===== config.mk =====
export PLATFORM = sky130hd
export DESIGN_NAME = bounded_ordered_list_engine_unit
export DESIGN_NICKNAME = d
export VERILOG_FILES = /design/src/design/bole_pkg.sv /design/src/design/bole_ram.sv /design/src/design/bounded_ordered_list_engine_unit.sv
export SDC_FILE = /design/constraint.sdc
export NUM_CORES = 2
export LEC_CHECK = 0
export BUFFER_PORTS_ARGS = -buffer_cell sky130_fd_sc_hd__buf_2
export CORE_ASPECT_RATIO = 0.5
export CORE_MARGIN = 5
export CORE_UTILIZATION = 36
export CTS_CLUSTER_DIAMETER = 100
export CTS_CLUSTER_SIZE = 20
export DETAILED_ROUTE_END_ITERATION = 8
export GPL_ROUTABILITY_DRIVEN = 0
export SLEW_MARGIN = 20
export SYNTH_ARGS = -nofsm -noshare
export SYNTH_HDL_FRONTEND = slang
export SYNTH_SLANG_ARGS = --single-unit

===== constraint.sdc =====
create_clock -name i_clk -period 6.1 [get_ports i_clk]
set_clock_uncertainty 0.2 [all_clocks]
set_input_delay 0.305 -clock i_clk [delete_from_list [all_inputs] [get_ports i_clk]]
set_output_delay 0.305 -clock i_clk [all_outputs]
set_load 0.03 [all_outputs]

===== src/design/bole_pkg.sv =====
package bole_pkg;

    localparam int CAPACITY   = 64;
    localparam int DATA_WIDTH = 32;
    localparam int ADDR_W     = (CAPACITY > 1) ? $clog2(CAPACITY) : 1;
    localparam int CNT_W      = $clog2(CAPACITY + 1);

    typedef logic [DATA_WIDTH-1:0] t_word;
    typedef logic [ADDR_W-1:0]     t_addr;
    typedef logic [CNT_W-1:0]      t_cnt;

    // request opcodes
    typedef enum logic [3:0] {
        OP_PUSH_FRONT = 4'd0,
        OP_PUSH_BACK  = 4'd1,
        OP_INSERT_AT  = 4'd2,
        OP_DEL_VALUE  = 4'd3,
        OP_POP_FRONT  = 4'd4,
        OP_POP_BACK   = 4'd5,
        OP_DEL_AT     = 4'd6,
        OP_GET_FRONT  = 4'd7,
        OP_GET_BACK   = 4'd8,
        OP_GET_AT     = 4'd9,
        OP_DUMP       = 4'd10
    } t_opcode;

    // result status codes
    typedef enum logic [2:0] {
        ST_OK       = 3'd0,
        ST_EMPTY    = 3'd1,
        ST_NOTFOUND = 3'd2,
        ST_BADPOS   = 3'd3,
        ST_FULL     = 3'd4,
        ST_APPENDED = 3'd5
    } t_status;

    // entry memory access, one write and one read port
    typedef struct packed {
        logic  we;
        t_addr waddr;
        t_word wdata;
        t_addr raddr;
    } t_ram_req;

    // input word to stored word (sign extend or truncate)
    function automatic t_word to_word(logic [31:0] v);
        return t_word'($signed(v));
    endfunction

    // stored word to result data (low 32 bits)
    function automatic logic [31:0] to_data(t_word w);
        return 32'(w);
    endfunction

endpackage


===== src/design/bole_ram.sv =====
module bole_ram (
    input  logic                i_clk,
    input  bole_pkg::t_ram_req  i_req,
    output bole_pkg::t_word     o_rdata
);

    bole_pkg::t_word mem [bole_pkg::CAPACITY];

    // write port
    always_ff @(posedge i_clk) begin
        if (i_req.we) begin
            mem[i_req.waddr] <= i_req.wdata;
        end
    end

    // registered read port
    always_ff @(posedge i_clk) begin
        o_rdata <= mem[i_req.raddr];
    end

endmodule


===== src/design/bounded_ordered_list_engine_unit.sv =====
// Ordered list of up to CAPACITY signed words held packed in one entry RAM
// plus a count. A request is taken when start is high and busy is low; busy
// is low again in the cycle that shows the last result, so the next request
// can be taken then. Results appear on o_* for one cycle each, marked by
// o_valid, and cannot be stalled. Each request walks the RAM by reading an
// entry and writing it back one slot over: refused or empty requests answer
// straight from idle; pushes to the back write the word at once, and reads
// wait on the registered RAM read; an insert moves entries up, top down, then
// writes the word; a delete captures the removed word, then moves entries down;
// a value search reads and compares one entry at a time; a dump gives one
// result per entry.
module bounded_ordered_list_engine_unit (
    input  logic        i_clk,
    input  logic        i_rst_n,
    input  logic        start,
    output logic        busy,
    input  logic [3:0]  i_opcode,
    input  logic [31:0] i_value,
    input  logic [6:0]  i_position,
    output logic        o_valid,
    output logic [2:0]  o_status,
    output logic [31:0] o_data,
    output logic [6:0]  o_entry_count,
    output logic        o_is_empty,
    output logic        o_last
);

    typedef enum logic [10:0] {
        S_IDLE     = 11'b000_0000_0001,
        S_INS_STEP = 11'b000_0000_0010,
        S_INS_WR   = 11'b000_0000_0100,
        S_SRCH_RD  = 11'b000_0000_1000,
        S_SRCH_CMP = 11'b000_0001_0000,
        S_DEL_CAP  = 11'b000_0010_0000,
        S_DEL_STEP = 11'b000_0100_0000,
        S_DEL_WR   = 11'b000_1000_0000,
        S_GET_WAIT = 11'b001_0000_0000,
        S_DUMP_RD  = 11'b010_0000_0000,
        S_DUMP_OUT = 11'b100_0000_0000
    } t_state;

    t_state              r_state, n_state;
    bole_pkg::t_cnt      r_count, n_count;
    bole_pkg::t_cnt      r_ptr, n_ptr;
    bole_pkg::t_cnt      r_idx, n_idx;
    bole_pkg::t_word     r_word, n_word;
    bole_pkg::t_status   r_status, n_status;
    logic                r_valid, n_valid;
    logic                r_last, n_last;
    bole_pkg::t_status   r_ostatus, n_ostatus;
    logic [31:0]         r_odata, n_odata;

    bole_pkg::t_ram_req  ram_req;
    bole_pkg::t_word     ram_rdata;
    bole_pkg::t_cnt      cnt_m1;
    bole_pkg::t_cnt      pos_m1;
    logic                pos_bad;
    logic                accept;

    bole_ram u_ram (
        .i_clk  (i_clk),
        .i_req  (ram_req),
        .o_rdata(ram_rdata)
    );

    assign accept  = start && !busy;
    assign cnt_m1  = r_count - 1'b1;
    assign pos_m1  = bole_pkg::t_cnt'(32'(i_position) - 32'd1);
    assign pos_bad = (i_position == 7'd0) || (32'(i_position) > 32'(r_count));

    // request sequencer
    always_comb begin
        n_state   = r_state;
        n_count   = r_count;
        n_ptr     = r_ptr;
        n_idx     = r_idx;
        n_word    = r_word;
        n_status  = r_status;
        n_valid   = 1'b0;
        n_last    = 1'b1;
        n_ostatus = r_ostatus;
        n_odata   = r_odata;
        ram_req   = '0;

        case (r_state)
            S_IDLE: begin
                if (accept) begin
                    n_word    = bole_pkg::to_word(i_value);
                    n_ptr     = '0;
                    n_ostatus = bole_pkg::ST_OK;
                    n_odata   = '0;
                    case (i_opcode)
                        bole_pkg::OP_PUSH_FRONT, bole_pkg::OP_PUSH_BACK,
                        bole_pkg::OP_INSERT_AT: begin
                            n_ptr    = r_count;
                            n_status = bole_pkg::ST_OK;
                            if (32'(r_count) >= bole_pkg::CAPACITY) begin
                                n_valid   = 1'b1;
                                n_ostatus = bole_pkg::ST_FULL;
                            end else if (i_opcode == bole_pkg::OP_PUSH_FRONT) begin
                                n_idx   = '0;
                                n_state = S_INS_STEP;
                            end else if (i_opcode == bole_pkg::OP_PUSH_BACK) begin
                                n_idx   = r_count;
                                n_state = S_INS_STEP;
                            end else if (i_position == 7'd0) begin
                                n_valid   = 1'b1;
                                n_ostatus = bole_pkg::ST_BADPOS;
                            end else if (i_position == 7'd1) begin
                                // position one is a plain push to the front
                                n_idx   = '0;
                                n_state = S_INS_STEP;
                            end else if (32'(i_position) > 32'(r_count)) begin
                                n_idx    = r_count;
                                n_status = bole_pkg::ST_APPENDED;
                                n_state  = S_INS_STEP;
                            end else begin
                                n_idx   = pos_m1;
                                n_state = S_INS_STEP;
                            end
                        end
                        bole_pkg::OP_DEL_VALUE: begin
                            if (r_count == '0) begin
                                n_valid   = 1'b1;
                                n_ostatus = bole_pkg::ST_EMPTY;
                            end else begin
                                n_state = S_SRCH_RD;
                            end
                        end
                        bole_pkg::OP_POP_FRONT, bole_pkg::OP_POP_BACK,
                        bole_pkg::OP_GET_FRONT, bole_pkg::OP_GET_BACK: begin
                            if (r_count == '0) begin
                                n_valid   = 1'b1;
                                n_ostatus = bole_pkg::ST_EMPTY;
                            end else begin
                                if (i_opcode == bole_pkg::OP_POP_FRONT ||
                                    i_opcode == bole_pkg::OP_GET_FRONT) begin
                                    n_ptr = '0;
                                end else begin
                                    n_ptr = cnt_m1;
                                end
                                ram_req.raddr = bole_pkg::ADDR_W'(n_ptr);
                                if (i_opcode == bole_pkg::OP_POP_FRONT ||
                                    i_opcode == bole_pkg::OP_POP_BACK) begin
                                    n_state = S_DEL_CAP;
                                end else begin
                                    n_state = S_GET_WAIT;
                                end
                            end
                        end
                        bole_pkg::OP_DEL_AT, bole_pkg::OP_GET_AT: begin
                            if (r_count == '0) begin
                                n_valid   = 1'b1;
                                n_ostatus = bole_pkg::ST_EMPTY;
                            end else if (pos_bad) begin
                                n_valid   = 1'b1;
                                n_ostatus = bole_pkg::ST_BADPOS;
                            end else begin
                                n_ptr         = pos_m1;
                                ram_req.raddr = bole_pkg::ADDR_W'(pos_m1);
                                n_state = (i_opcode == bole_pkg::OP_DEL_AT) ?
                                          S_DEL_CAP : S_GET_WAIT;
                            end
                        end
                        bole_pkg::OP_DUMP: begin
                            if (r_count == '0) begin
                                n_valid   = 1'b1;
                                n_ostatus = bole_pkg::ST_EMPTY;
                            end else begin
                                n_state = S_DUMP_RD;
                            end
                        end
                        default: begin
                            n_valid = 1'b1;
                        end
                    endcase
                end
            end

            // shift entries up one slot, top down, then drop the word in
            S_INS_STEP: begin
                if (r_ptr == r_idx) begin
                    ram_req.we    = 1'b1;
                    ram_req.waddr = bole_pkg::ADDR_W'(r_idx);
                    ram_req.wdata = r_word;
                    n_count       = r_count + 1'b1;
                    n_valid       = 1'b1;
                    n_ostatus     = r_status;
                    n_odata       = '0;
                    n_state       = S_IDLE;
                end else begin
                    ram_req.raddr = bole_pkg::ADDR_W'(r_ptr - 1'b1);
                    n_state       = S_INS_WR;
                end
            end
            S_INS_WR: begin
                ram_req.we    = 1'b1;
                ram_req.waddr = bole_pkg::ADDR_W'(r_ptr);
                ram_req.wdata = ram_rdata;
                n_ptr         = r_ptr - 1'b1;
                n_state       = S_INS_STEP;
            end

            // linear search for the first match
            S_SRCH_RD: begin
                ram_req.raddr = bole_pkg::ADDR_W'(r_ptr);
                n_state       = S_SRCH_CMP;
            end
            S_SRCH_CMP: begin
                if (ram_rdata == r_word) begin
                    n_state = S_DEL_STEP;
                end else if (r_ptr + 1'b1 == r_count) begin
                    n_valid   = 1'b1;
                    n_ostatus = bole_pkg::ST_NOTFOUND;
                    n_odata   = '0;
                    n_state   = S_IDLE;
                end else begin
                    n_ptr   = r_ptr + 1'b1;
                    n_state = S_SRCH_RD;
                end
            end

            // capture removed word, then close the gap bottom up
            S_DEL_CAP: begin
                n_word  = ram_rdata;
                n_state = S_DEL_STEP;
            end
            S_DEL_STEP: begin
                if (r_ptr == cnt_m1) begin
                    n_count   = cnt_m1;
                    n_valid   = 1'b1;
                    n_ostatus = bole_pkg::ST_OK;
                    n_odata   = bole_pkg::to_data(r_word);
                    n_state   = S_IDLE;
                end else begin
                    ram_req.raddr = bole_pkg::ADDR_W'(r_ptr + 1'b1);
                    n_state       = S_DEL_WR;
                end
            end
            S_DEL_WR: begin
                ram_req.we    = 1'b1;
                ram_req.waddr = bole_pkg::ADDR_W'(r_ptr);
                ram_req.wdata = ram_rdata;
                n_ptr         = r_ptr + 1'b1;
                n_state       = S_DEL_STEP;
            end

            S_GET_WAIT: begin
                n_valid   = 1'b1;
                n_ostatus = bole_pkg::ST_OK;
                n_odata   = bole_pkg::to_data(ram_rdata);
                n_state   = S_IDLE;
            end

            // dump: one result per entry
            S_DUMP_RD: begin
                ram_req.raddr = bole_pkg::ADDR_W'(r_ptr);
                n_state       = S_DUMP_OUT;
            end
            S_DUMP_OUT: begin
                n_valid   = 1'b1;
                n_ostatus = bole_pkg::ST_OK;
                n_odata   = bole_pkg::to_data(ram_rdata);
                n_last    = (r_ptr == cnt_m1);
                if (r_ptr == cnt_m1) begin
                    n_state = S_IDLE;
                end else begin
                    n_ptr   = r_ptr + 1'b1;
                    n_state = S_DUMP_RD;
                end
            end

            default: begin
                n_state = S_IDLE;
            end
        endcase
    end

    // control registers
    always_ff @(posedge i_clk) begin
        if (!i_rst_n) begin
            r_state <= S_IDLE;
            r_count <= '0;
            r_valid <= 1'b0;
        end else begin
            r_state <= n_state;
            r_count <= n_count;
            r_valid <= n_valid;
        end
    end

    // working and result payload registers
    always_ff @(posedge i_clk) begin
        r_ptr     <= n_ptr;
        r_idx     <= n_idx;
        r_word    <= n_word;
        r_status  <= n_status;
        r_last    <= n_last;
        r_ostatus <= n_ostatus;
        r_odata   <= n_odata;
    end

    assign busy          = (r_state != S_IDLE);
    assign o_valid       = r_valid;
    assign o_status      = r_ostatus;
    assign o_data        = r_odata;
    assign o_entry_count = 7'(r_count);
    assign o_is_empty    = (r_count == '0);
    assign o_last        = r_last;

    // count never exceeds capacity
    a_count_bound: assert property (@(posedge i_clk) disable iff (!i_rst_n)
        32'(r_count) <= bole_pkg::CAPACITY)
        else $error("entry count above capacity");

    // a result on an empty list is always the final one
    a_empty_last: assert property (@(posedge i_clk) disable iff (!i_rst_n)
        o_valid && o_is_empty |-> o_last)
        else $error("empty result not marked last");

    // RAM is only written while a request is in progress
    a_write_busy: assert property (@(posedge i_clk) disable iff (!i_rst_n)
        ram_req.we |-> busy)
        else $error("entry write while idle");

    // count moves by at most one per cycle
    a_count_step: assert property (@(posedge i_clk) disable iff (!i_rst_n)
        1'b1 |=> (r_count == $past(r_count) ||
                  r_count == $past(r_count) + 1'b1 ||
                  r_count == $past(r_count) - 1'b1))
        else $error("entry count jumped");

endmodule


==> flow_results.xml <==
<?xml version="1.0" encoding="UTF-8"?>
<metrics>
  <group name="power">
    <metric name="p_leak" unit="nW">29.1</metric>
    <metric name="power.ir.vdd_worst" unit="µV">257</metric>
    <metric name="power_total" unit="mW">28.4</metric>
    <metric name="power_density" unit="nW/µm²">287</metric>
  </group>
  <group name="critical_path">
    <metric name="timing.critical_path.arrival" unit="ns">6.18</metric>
    <metric name="start_kind" unit="">register</metric>
    <metric name="setup_crit_path_kind" unit="">register to register</metric>
    <metric name="critPathMaxFanout" unit="">26</metric>
    <metric name="worstPathRequired" unit="ns">6.60</metric>
    <metric name="critPathCaptureType" unit="">register</metric>
  </group>
  <group name="global_routing">
    <metric name="antenna_violations_before_repair" unit="">17</metric>
    <metric name="grt_pass1_vias" unit="">50600</metric>
    <metric name="wire_length_of_the_first_global_routing_pass" unit="µm">385000</metric>
    <metric name="grt_overflow_total" unit="">0</metric>
    <metric name="grtUsageTotal" unit="">0.205</metric>
    <metric name="grt_start_max_net_pins" unit="">125</metric>
  </group>
  <group name="floorplan">
    <metric name="coreArea" unit="µm²">244000</metric>
    <metric name="die_area" unit="µm²">257000</metric>
    <metric name="floorplan.die.width" unit="µm">712</metric>
    <metric name="die_height" unit="µm">361</metric>
    <metric name="initial_utilization" unit="">0.363</metric>
    <metric name="core.rowCount" unit="">128</metric>
    <metric name="num_io_pins" unit="">92</metric>
  </group>
  <group name="logic_synthesis">
    <metric name="synth_cells" unit="">5882</metric>
    <metric name="yosysTopAreaCell" unit="">sky130_fd_sc_hd__edfxtp_1</metric>
    <metric name="leading_cell_types_by_total_area_after_synthesis" unit="">sky130_fd_sc_hd__edfxtp_1 (72%), sky130_fd_sc_hd__mux2i_1 (6.9%), sky130_fd_sc_hd__nand2_1 (3.7%)</metric>
    <metric name="part_of_the_yosys_area_used_for_sequential_elements" unit="">0.733</metric>
    <metric name="synth_warnings" unit="">0</metric>
    <metric name="post_synthesis_instance_area" unit="µm²">88700</metric>
    <metric name="ys_types" unit="">97</metric>
    <metric name="yosysMostFrequentCell" unit="">sky130_fd_sc_hd__edfxtp_1</metric>
    <metric name="synth_largest_type_area_fraction" unit="">0.721</metric>
    <metric name="netlist_top_cells_count" unit="">sky130_fd_sc_hd__edfxtp_1 (2130), sky130_fd_sc_hd__nand2_1 (876), sky130_fd_sc_hd__mux2i_1 (610)</metric>
    <metric name="postSynth.topFlopCell" unit="">sky130_fd_sc_hd__edfxtp_1</metric>
    <metric name="synth_seq_cells" unit="">2182</metric>
    <metric name="synthArstFlopShare" unit="">0</metric>
    <metric name="synth_fp_nets" unit="">5942</metric>
    <metric name="number_of_enable_type_register_cells_in_the_synthesized_netlist" unit="">2130</metric>
    <metric name="syn_avg_cell_area" unit="µm²">15.1</metric>
  </group>
  <group name="clock_tree">
    <metric name="clk_path_buf_depth" unit="">3</metric>
    <metric name="tritoncts_clock_tree" unit="">yes</metric>
    <metric name="ctsResizeCount" unit="">0</metric>
    <metric name="cts_made_buffers" unit="">119</metric>
    <metric name="clk_root_buffer_cell" unit="">sky130_fd_sc_hd__clkbuf_16</metric>
    <metric name="cts.sinks" unit="">2182</metric>
    <metric name="cts-htree-levels" unit="">3</metric>
    <metric name="clock_transition_time_at_the_flip_flop_clock_pins_of_the_worst_setup_and_hold_paths" unit="ns">0.09</metric>
    <metric name="clock_latency_reported_for_the_late_side_of_the_worst_skew_pair" unit="ns">0.83</metric>
  </group>
  <group name="finish">
    <metric name="drive_gt1_frac" unit="">0.123</metric>
    <metric name="num-nets-final" unit="">6139</metric>
    <metric name="final_cells" unit="">9399</metric>
    <metric name="finalCoreUtilization" unit="">0.405</metric>
    <metric name="flow.area_growth_from_synthesis" unit="%">11.6</metric>
  </group>
  <group name="timing">
    <metric name="final_count_of_hold_timing_violations" unit="">0</metric>
    <metric name="max_slew.worst_pin.slew" unit="ns">1.20</metric>
    <metric name="finalSetupViolations" unit="">0</metric>
    <metric name="min_period_over_period" unit="">0.931</metric>
    <metric name="final-max-slew-violation-count" unit="">0</metric>
    <metric name="maxClockFrequency" unit="MHz">176</metric>
    <metric name="rsz0062_at_grt" unit="">false</metric>
    <metric name="max_slew_headroom" unit="">0.198</metric>
    <metric name="worst_slack" unit="ns">0.422</metric>
    <metric name="fin_crit" unit="ns">5.68</metric>
    <metric name="setup-tns-final" unit="ns">0</metric>
  </group>
  <group name="place">
    <metric name="dp.final_hpwl" unit="µm">169000</metric>
    <metric name="port-buffer-count" unit="">91</metric>
    <metric name="dpl_worst_slack" unit="ns">0.252</metric>
    <metric name="dp.cells" unit="">9158</metric>
  </group>
  <group name="detailed_routing">
    <metric name="drt-initial-drc-count" unit="">8633</metric>
    <metric name="count_of_vias_placed_by_the_detailed_router" unit="">54600</metric>
    <metric name="length_of_the_first_detailed_routing_pass_in_iterations" unit="">8</metric>
    <metric name="ant_nets" unit="">0</metric>
    <metric name="remaining_drc_errors" unit="">0</metric>
    <metric name="drt_wl_total" unit="µm">273000</metric>
    <metric name="wl_per_cell" unit="µm">29.1</metric>
    <metric name="detail_route.vias_per_cell" unit="">5.81</metric>
  </group>
  <group name="min_path">
    <metric name="holdCritPathClass" unit="">input port to register</metric>
  </group>
  <group name="run">
    <metric name="maxCapViolations" unit="">0</metric>
  </group>
  <group name="outcome">
    <metric name="run_status" unit="">complete, no violations</metric>
  </group>
</metrics>
## state kept, by name, indices dropped and copies added (netlist names)
name           flops
r_ptr              7
r_idx              7
r_state           11
r_word            32
u_ram.mem       2048
o_valid            1
o_status           3
u_ram.o_rdata     32
r_status           1
o_last             1
o_data            32
o_entry_count      7
## routing by layer
metal / up-vias / track usage / part of all wire
li1: 23200 / - / -
met1: 28100 / 0.308 / 0.43
met2: 3044 / 0.302 / 0.43
met3: 349 / 0.0445 / 0.12
met4: 4 / 0.0515 / 0.026
met5: - / 0 / 0.00010
## cell type report
class | instances | area, µm²
fillers | 22000 | 145000
flip-flops and latches | 2182 | 65000
multi-input cells | 3285 | 22400
repair buffers | 472 | 4080
well taps | 3250 | 4070
clock buffers | 181 | 3250
clock inverters | 6 | 118
inverters | 19 | 71.3
diodes | 4 | 10.0
## through the flow
stage / hold slack, ns / cell area, µm²
after floorplan: 0.236 / 88700
after global placement: 0.355 / 95100
after detailed placement: 0.352 / 95100
after CTS: 0.0338 / 99000
after global routing: 0.0982 / 99000
final: 0.0824 / 99000
## kinds of logic (layout without fill, tap and decap cells)
kind of cell | after synthesis | in the layout | synth area share
DFF | 2182 | 2182 | 0.733
and+or+nand+nor | 1705 | 1705 | 0.0900
AOI/OAI and AO/OA | 834 | 834 | 0.0690
muxes | 658 | 658 | 0.0755
buffers and inverters | 415 | 678 | 0.0233
xor gates and xnor gates | 74 | 74 | 0.00761
adders and majority gates | 14 | 14 | 0.00197
other | 0 | 4 | 0
## report_power, final
group          internal, mW  switching (mW)  leakage, nW
Combinational          1.11            2.36         12.1
Sequential             16.3           0.151         15.5
Clock                  3.69            4.76         1.61
## final timing paths
kind                                  from                             to  slack, ns  cells past startpoint
min reg2reg  o_entry_count[1]$_SDFFE_PN0P_  o_entry_count[1]$_SDFFE_PN0P_       0.36                      2
max reg2reg  o_entry_count[1]$_SDFFE_PN0P_       u_ram.o_rdata[8]$_DFF_P_       0.42                     14
max          o_entry_count[1]$_SDFFE_PN0P_       u_ram.o_rdata[8]$_DFF_P_       0.42                     14
min                          i_position[1]         r_idx[1]$_SDFFCE_PP0P_       0.08                      4
## repair_timing
action | CTS | global route
buffers inserted | 0 | 0
hold endpoints to repair | 60 | 0
hold buffers | 50 | 0
## cell usage in the layout (no fill, tap or decap), types with 11 or more instances in the layout
| master | n |
|---|---|
| sky130_fd_sc_hd__nor2_4 | 69 |
| sky130_fd_sc_hd__o2111ai_1 | 33 |
| sky130_fd_sc_hd__clkbuf_1 | 60 |
| sky130_fd_sc_hd__a31o_1 | 27 |
| sky130_fd_sc_hd__a311oi_1 | 47 |
| sky130_fd_sc_hd__a22o_2 | 30 |
| sky130_fd_sc_hd__edfxtp_1 | 2130 |
| sky130_fd_sc_hd__xor2_1 | 18 |
| sky130_fd_sc_hd__mux2_2 | 39 |
| sky130_fd_sc_hd__dfxtp_1 | 52 |
| sky130_fd_sc_hd__buf_12 | 51 |
| sky130_fd_sc_hd__inv_1 | 18 |
| sky130_fd_sc_hd__nand2_1 | 876 |
| sky130_fd_sc_hd__a21oi_1 | 137 |
| sky130_fd_sc_hd__a31oi_1 | 16 |
| sky130_fd_sc_hd__nand4_1 | 48 |
| sky130_fd_sc_hd__a211oi_1 | 124 |
| sky130_fd_sc_hd__or4_1 | 23 |
| sky130_fd_sc_hd__nor4b_1 | 87 |
| sky130_fd_sc_hd__o21ai_0 | 70 |
| sky130_fd_sc_hd__dlygate4sd3_1 | 50 |
| sky130_fd_sc_hd__o21ai_1 | 23 |
| sky130_fd_sc_hd__ha_1 | 14 |
| sky130_fd_sc_hd__buf_2 | 92 |
| sky130_fd_sc_hd__o22ai_1 | 87 |
| sky130_fd_sc_hd__a22o_1 | 61 |
| sky130_fd_sc_hd__nor3_1 | 78 |
| sky130_fd_sc_hd__nor2_1 | 58 |
| sky130_fd_sc_hd__xnor2_1 | 54 |
| sky130_fd_sc_hd__nand3_1 | 363 |
| sky130_fd_sc_hd__mux2i_1 | 610 |
| sky130_fd_sc_hd__buf_4 | 279 |
| sky130_fd_sc_hd__o221ai_1 | 42 |
| sky130_fd_sc_hd__clkbuf_16 | 121 |
| sky130_fd_sc_hd__a221oi_1 | 34 |
| sky130_fd_sc_hd__nor4_1 | 14 |
| sky130_fd_sc_hd__o2bb2ai_1 | 11 |
## critical path, cell delays in order, from the launching register on
cell and delay (ns):
sky130_fd_sc_hd__dfxtp_1 0.32, sky130_fd_sc_hd__inv_1 0.11, sky130_fd_sc_hd__ha_1 0.34, sky130_fd_sc_hd__or3b_4 0.45
sky130_fd_sc_hd__nor4_1 0.33, sky130_fd_sc_hd__a211oi_2 0.14, sky130_fd_sc_hd__o21ai_1 0.85, sky130_fd_sc_hd__buf_4 0.29
sky130_fd_sc_hd__o221ai_4 0.22, sky130_fd_sc_hd__nor2_4 0.49, sky130_fd_sc_hd__buf_4 0.51, sky130_fd_sc_hd__nand3_1 0.13
sky130_fd_sc_hd__o2111ai_1 0.29, sky130_fd_sc_hd__nand3_1 0.49, sky130_fd_sc_hd__a31o_1 0.37
(Power assumes the default switching activity.)
